[src/sv/multi_pattern_dfa_matcher_core_defines.svh]
// Assertion helpers shared by the matcher modules.
`ifndef MULTI_PATTERN_DFA_MATCHER_CORE_DEFINES_SVH
`define MULTI_PATTERN_DFA_MATCHER_CORE_DEFINES_SVH

// Same-cycle implication, checked at every rising edge outside reset.
`define MPDFA_ASSERT_IMPL(lbl, ck, rn, ante, cons, msg) \
    lbl: assert property (@(posedge ck) disable iff (!rn) (ante) |-> (cons)) \
        else $error(msg);

// Next-cycle implication, checked at every rising edge outside reset.
`define MPDFA_ASSERT_NEXT(lbl, ck, rn, ante, cons, msg) \
    lbl: assert property (@(posedge ck) disable iff (!rn) (ante) |=> (cons)) \
        else $error(msg);

`endif

[src/sv/mpdfa_pkg.sv]
`default_nettype none

package mpdfa_pkg;

    localparam int BYTE_W        = 8;
    localparam int BYTE_SYMBOLS  = 256;
    localparam int STATE_FIELD_W = 10;
    localparam int COUNT_FIELD_W = 5;
    localparam int LIST_FIELD_W  = 12;
    localparam int ID_FIELD_W    = 16;
    localparam int POS_FIELD_W   = 16;
    localparam int RED_CNT_W     = 4;

    typedef enum logic [1:0] {
        ACT_SCAN     = 2'd0,
        ACT_WR_TRANS = 2'd1,
        ACT_WR_DESC  = 2'd2,
        ACT_WR_LIST  = 2'd3
    } action_t;

    typedef struct packed {
        action_t                  action;
        logic [BYTE_W-1:0]        byte_value;
        logic                     first_byte;
        logic [STATE_FIELD_W-1:0] state_index;
        logic [STATE_FIELD_W-1:0] target_state;
        logic [COUNT_FIELD_W-1:0] match_count;
        logic [LIST_FIELD_W-1:0]  list_start;
        logic [LIST_FIELD_W-1:0]  list_index;
        logic [ID_FIELD_W-1:0]    pat_id;
    } in_item_t;

    typedef struct packed {
        logic [ID_FIELD_W-1:0]  found_pattern;
        logic [POS_FIELD_W-1:0] byte_position;
        logic                   last_match;
    } out_item_t;

    typedef struct packed {
        logic [COUNT_FIELD_W-1:0] count;
        logic [LIST_FIELD_W-1:0]  start;
    } desc_t;

    typedef enum logic [2:0] {
        ST_IDLE,
        ST_DESC,
        ST_PREP,
        ST_REDUCE,
        ST_READ,
        ST_EMIT,
        ST_LWRITE
    } ctrl_state_t;

    typedef struct packed {
        logic                 accept;
        logic                 desc_rd;
        logic                 prep;
        logic                 red_en;
        logic [RED_CNT_W-1:0] red_idx;
        logic                 list_rd;
        logic                 emit;
        logic                 list_wr;
    } dp_cmd_t;

    typedef struct packed {
        logic cnt_zero;
        logic rem_last;
        logic out_free;
    } dp_status_t;

    // Number of shift-and-subtract steps that bring a list index field value
    // below the list depth. Zero when every field value is already in range.
    function automatic int red_steps(input int depth);
        longint shifted;
        int     n;
        n = 0;
        for (int j = 0; j <= LIST_FIELD_W; j++) begin
            shifted = longint'(depth) << j;
            if (shifted < (longint'(1) << LIST_FIELD_W)) begin
                n = n + 1;
            end
        end
        return n;
    endfunction

endpackage

`default_nettype wire

[src/sv/mpdfa_ctrl.sv]
`default_nettype none
`include "multi_pattern_dfa_matcher_core_defines.svh"

module mpdfa_ctrl #(
    parameter int LIST_DEPTH = 4096
) (
    input  logic                   clk,
    input  logic                   rst_n,
    input  logic                   item_valid,
    input  mpdfa_pkg::action_t     action,
    input  mpdfa_pkg::dp_status_t  sts,
    output logic                   item_stall,
    output mpdfa_pkg::dp_cmd_t     cmd
);
    import mpdfa_pkg::*;

    localparam int RED_STEPS = red_steps(LIST_DEPTH);
    localparam logic [RED_CNT_W-1:0] RED_TOP =
        RED_CNT_W'((RED_STEPS > 0) ? RED_STEPS - 1 : 0);

    ctrl_state_t          state_reg, state_next;
    logic [RED_CNT_W-1:0] red_cnt_reg, red_cnt_next;
    logic                 lw_mode_reg, lw_mode_next;

    always_ff @(posedge clk or negedge rst_n) begin
        if (!rst_n) begin
            state_reg   <= ST_IDLE;
            red_cnt_reg <= '0;
            lw_mode_reg <= 1'b0;
        end else begin
            state_reg   <= state_next;
            red_cnt_reg <= red_cnt_next;
            lw_mode_reg <= lw_mode_next;
        end
    end

    always_comb begin
        state_next   = state_reg;
        red_cnt_next = red_cnt_reg;
        lw_mode_next = lw_mode_reg;
        cmd          = '0;
        item_stall   = 1'b1;
        case (state_reg)
            ST_IDLE:
            begin
                item_stall = 1'b0;
                cmd.accept = item_valid;
                if (item_valid) begin
                    case (action)
                        ACT_SCAN:
                        begin
                            lw_mode_next = 1'b0;
                            state_next   = ST_DESC;
                        end
                        ACT_WR_LIST:
                        begin
                            lw_mode_next = 1'b1;
                            red_cnt_next = RED_TOP;
                            state_next   = (RED_STEPS > 0) ? ST_REDUCE : ST_LWRITE;
                        end
                        default:
                        begin
                            // Table and descriptor writes finish in the accept cycle.
                            state_next = ST_IDLE;
                        end
                    endcase
                end
            end
            ST_DESC:
            begin
                cmd.desc_rd = 1'b1;
                state_next  = ST_PREP;
            end
            ST_PREP:
            begin
                cmd.prep     = 1'b1;
                red_cnt_next = RED_TOP;
                if (sts.cnt_zero) begin
                    state_next = ST_IDLE;
                end else begin
                    state_next = (RED_STEPS > 0) ? ST_REDUCE : ST_READ;
                end
            end
            ST_REDUCE:
            begin
                cmd.red_en  = 1'b1;
                cmd.red_idx = red_cnt_reg;
                if (red_cnt_reg == '0) begin
                    state_next = lw_mode_reg ? ST_LWRITE : ST_READ;
                end else begin
                    red_cnt_next = red_cnt_reg - RED_CNT_W'(1);
                end
            end
            ST_READ:
            begin
                cmd.list_rd = 1'b1;
                state_next  = ST_EMIT;
            end
            ST_EMIT:
            begin
                if (sts.out_free) begin
                    cmd.emit   = 1'b1;
                    state_next = sts.rem_last ? ST_IDLE : ST_READ;
                end
            end
            ST_LWRITE:
            begin
                cmd.list_wr = 1'b1;
                state_next  = ST_IDLE;
            end
            default:
            begin
                state_next = ST_IDLE;
            end
        endcase
    end

    `MPDFA_ASSERT_NEXT(a_scan_reads_desc, clk, rst_n, cmd.accept && action == ACT_SCAN, state_reg == ST_DESC, "scan request did not move on to the descriptor read")
    `MPDFA_ASSERT_NEXT(a_no_match_idle, clk, rst_n, state_reg == ST_PREP && sts.cnt_zero, state_reg == ST_IDLE, "byte without matches did not return to idle")
    `MPDFA_ASSERT_NEXT(a_emit_continues, clk, rst_n, cmd.emit && !sts.rem_last, state_reg == ST_READ, "match run ended before its last id")

endmodule

`default_nettype wire

[config.mk]
export PLATFORM = sky130hd
export DESIGN_NAME = mpdfa_ctrl
export DESIGN_NICKNAME = d
export VERILOG_FILES = /design/src/sv/mpdfa_pkg.sv /design/src/sv/mpdfa_ctrl.sv
export VERILOG_INCLUDE_DIRS = /design/src /design/src/sv
export SDC_FILE = /design/constraint.sdc
export NUM_CORES = 1
export LEC_CHECK = 0
export BUFFER_PORTS_ARGS = -buffer_cell sky130_fd_sc_hd__buf_2
export CAP_MARGIN = 20
export CORE_MARGIN = 2
export CORE_UTILIZATION = 43
export CTS_CLUSTER_SIZE = 25
export DETAILED_ROUTE_END_ITERATION = 6
export MAX_ROUTING_LAYER = met4
export PLACE_DENSITY = 0.69
export SLEW_MARGIN = 10
export SYNTH_ARGS = -nofsm -noshare
export SYNTH_HDL_FRONTEND = slang
export SYNTH_SLANG_ARGS = --single-unit
[constraint.sdc]
create_clock -name clk -period 1.52 [get_ports clk]
set_clock_uncertainty 0.05 [all_clocks]
set_input_delay 0.076 -clock clk [delete_from_list [all_inputs] [get_ports clk]]
set_output_delay 0.076 -clock clk [all_outputs]
set_load 0.05 [all_outputs]
Word level (Yosys, flattened, before mapping). Cells that the tools add are included.

Reductions and logical operators: 8. Add/subtract/negate cells: 1. Multiplexer cells: 22. Eq/ne operators: 12.

Operator list (number): $pmux W3 S6 (1); $mux W3 (5); $mux W4 (3); $pmux W4 S3 (1); $eq A3 B3 Y1 const B (3); $mux W1 (8); $ne A2 B2 Y1 const B (4); $eq A3 B2 Y1 const B (2); $pmux W3 S2 (1); $reduce_and A3 Y1 (2); $mux W5 (1); $logic_not A4 Y1 (1); $reduce_and A4 Y1 (1); $sub A4 B1 Y4 const B (1); $eq A3 B1 Y1 const B (1); $logic_not A3 Y1 (1); $reduce_bool A3 Y1 (1); $eq A2 B2 Y1 const B (1); $logic_not A2 Y1 (1); $mux W2 (1); $ne A2 B1 Y1 const B (1); $pmux W1 S2 (1); $reduce_bool A2 Y1 (1).

Bits of input ports: 8. Word-level logic and storage cells: 46. Flip-flop bits (word level): 8.

Longest topological paths before layout.
Word-level depth: 4. Mapped depth: 5. Mapped depth without buffers: 5.

Least setup slack after synthesis. Ideal clock, no wire load.

Kind: reg2out. Start: register state_reg[0]. End: output cmd[10] (netlist bit). Data arrival time: 1686 ps. Setup slack: -292 ps. Cell stages (with the launch flop): 4. Buffers on the path: 1. Cells stage by stage: dfrtp_1 > buf_4 > nand2b_1 > nor3_1.

RTL lines: start: declaration (line mpdfa_ctrl.sv:21) `ctrl_state_t state_reg, state_next;`; start signal: assignment (line mpdfa_ctrl.sv:31) `state_reg <= state_next;`; end: declaration (line mpdfa_ctrl.sv:13) `output mpdfa_pkg::dp_cmd_t cmd`.

Worst setup path in the final report.
Start: register red_cnt_reg[2]. End: register red_cnt_reg[3].

Cells in the longest elaborated chain, start to end: 3.

Ends and longest elaborated chain: start: declaration (line mpdfa_ctrl.sv:22) `logic [RED_CNT_W-1:0] red_cnt_reg, red_cnt_next;`; start signal: assignment (line mpdfa_ctrl.sv:32) `red_cnt_reg <= red_cnt_next;`; $sub A4 B1 Y4 / $logic_not A4 Y1 (equally long branches) (line mpdfa_ctrl.sv:91, mpdfa_ctrl.sv:88); $mux W4 / $ne A2 B2 Y1 (equally long branches); $pmux W4 S3 / $reduce_and A4 Y1 (equally long branches).

Parallel ways exist; a longest one is shown, timed or not. The select of a mux whose other input is x is not followed. A chain may end at the register's enable or synchronous reset.

==> summary.txt <==
synthesized net count - 80
Initial DRC Count - 11
Vias/cell - 5.43
row count - 13
synth unique cells - 30
fin crit period - 1470 ps
max_cap viols - 0
hold path depth - 3
period utilization - 0.964
first-pass GRT wire length - 2.13 mm
largest cells by area after synthesis - dfrtp_1 33%, ha_1 10%, inv_1 5.0%
CTS clk-pin slew, worst paths - 50 ps
share of post-route cells with drive strength above 1 - 0.383
#FFs+latches synth - 8
critical path class - flip-flop to flip-flop
RSZ-0062 raised after global routing - yes
Worst EP arrival - 1550 ps
die extent in y - 41.4 um
# clock sinks - 8
vias in the first global route - 522
Worst R2R Start - red_cnt_reg[2]
Clock Path Buffers - 2
status - finished, final reports clean
Reg2Reg Depth - 3
chip width - 41.4 um
die area - 1710 um^2
Setup crit end kind - flip-flop
RD Place Congestion - 0.783
top cells by count, synth - 8 x dfrtp_1, 8 x inv_1, 5 x ha_1, 5 x nor3_1, 4 x nand2b_1
root buffer cell - clkbuf_4
max-slew violations - 0
fill count - 121
sequential area share after synthesis - 0.333
critical hold path startpoint - sts[2]
final setup TNS - 0 ps
global-route usage over all layers - 0.167
Syn Inst Count - 67
largest net degree at the start of global routing - 11
Async SR Flop Fraction - 1.00
count of input and output buffers - 19
Worst R2R End - red_cnt_reg[3]
post-synth top area cell - dfrtp_1
later-pin clock latency in the skew report - 250 ps
Detailed Place HPWL - 1.01 mm
CP max FO - 2
number of flip-flops in the largest register - 4
synthesized area - 602 um^2
area grow syn2layout - 33.9%
Slew @ Worst Pin - 340 ps
area fraction of the dominant cell type after synthesis - 0.333
post-route ant nets - 0
Synth Warn # - 0
drc violations - 0
initial core utilization - 0.462
H-tree depth - 1
CP Data Required Time - 1600 ps
total CTS buffers - 3
Power per Cell Area - 1840 nW/um^2
CTS tree - done
peak supply drop - 0.950 mV
final net count - 109
DRT Pass-1 Iters - 4
Vias - 592
drt total wl - 1.34 mm
CP startpoint kind - flip-flop
crit path launch - red_cnt_reg[2]
n_diodes - 0
Fin. Hold Viols - 0
commonest register cell after synthesis - dfrtp_1
placeable core area - 1300 um^2
postcts setup bufs - 0
f_max - 0.682 GHz
total congestion overflow - 0
crit path to - red_cnt_reg[3]
Power Total - 1.48 mW
# setup viols final - 0
Tightest Hold Check Type - input pin to flip-flop
Rel. slew slack - 0.774
Avg Cell Area, Syn - 8.98 um^2
FF-to-FF setup slack - 50 ps
routed wire length per instance - 12.3 um
initial antenna violation count - 0
io pins - 20
Pleak - 0.426 nW
EDFF count, synth - 0
==> worst max-delay path, cell delays in order (launching register included) <==
cell and delay [ps]:
dfrtp_1 370, or3_1 400, a221o_1 350, a22o_1 180
==> through the flow <==
step,setup slack (ps),instance area [um^2],std cells,hold WS (ps),util
floorplan,-241,607,67,-270,-
global placement,58.1,739,104,-126,0.568
detailed placement,47.0,739,104,-118,0.568
CTS,2.97,773,108,99.6,0.594
global route,-70.5,806,109,138,0.619
finish,54.5,806,109,111,0.619
==> final cells by class <==
| type | instances | area, um^2 | share of cell area |
|---|---|---|---|
| Multi-Input combinational cell | 48 | 355 | 0.441 |
| Sequential cell | 8 | 200 | 0.248 |
| Timing Repair Buffer | 27 | 179 | 0.222 |
| Inverter | 8 | 30.0 | 0.0373 |
| Clock buffer | 3 | 22.5 | 0.0280 |
| Tap cell | 15 | 18.8 | 0.0233 |
==> power breakdown <==
part	switching, mW	total, mW	leakage (nW)	internal, mW
Sequential	0.0599	0.351	0.105	0.291
Combinational	0.586	0.969	0.308	0.383
Clock	0.0696	0.160	0.0138	0.0902
==> cells in the final DEF, fill, tap and decap left out, drive strengths merged <==
master,n
a221oi,2
and3b,2
nor3b,1
nand3b,2
or3,1
nand2b,4
inv,8
mux2,1
a21o,1
nand3,1
a221o,1
o22ai,2
and3,1
a31o,1
nor3,5
mux2i,1
nor4,1
buf,21
a32oi,2
dlygate4sd3,1
and2,4
nor2,3
dfrtp,8
nand2,3
a22o,1
ha,5
clkbuf,8
a22oi,1
o21ai,2
==> how the worst min path moves through the flow <==
stage / to / slack (ps)
floorplan: lw_mode_reg / -270
global placement: lw_mode_reg / -130
detailed placement: lw_mode_reg / -120
CTS: state_reg[2] / 100
global route: state_reg[2] / 140
finish: state_reg[2] / 110
==> logic make-up (layout without fill, tap and decap cells) <==
family                     count (synthesis)  after routing  synth area share
buffers and inverters                     12             38             0.106
muxes                                      2              2            0.0353
DFF                                        8              8             0.333
adders and majority gates                  5              5             0.104
and+or+nand+nor                           27             28             0.256
AOI/OAI and AO/OA                         13             13             0.166
==> repair_timing <==
item / in CTS / in global routing
hold endpoints to repair: 8 / 0
hold buffers: 1 / 0
pin swaps: 0 / 2
resized for setup: 1 / 12
gates cloned: 0 / 1
endpoints found under the setup margin: 4 / 14
==> per-layer routing <==
layer	vias up	track usage	part of all wire	wire, um
li1	295	-	-	-
met1	273	0.187	0.41	549
met2	22	0.278	0.53	712
met3	2	0.0130	0.046	62
met4	0	0.116	0.014	19
met5	-	-	0	0
(Power assumes the default switching activity.)
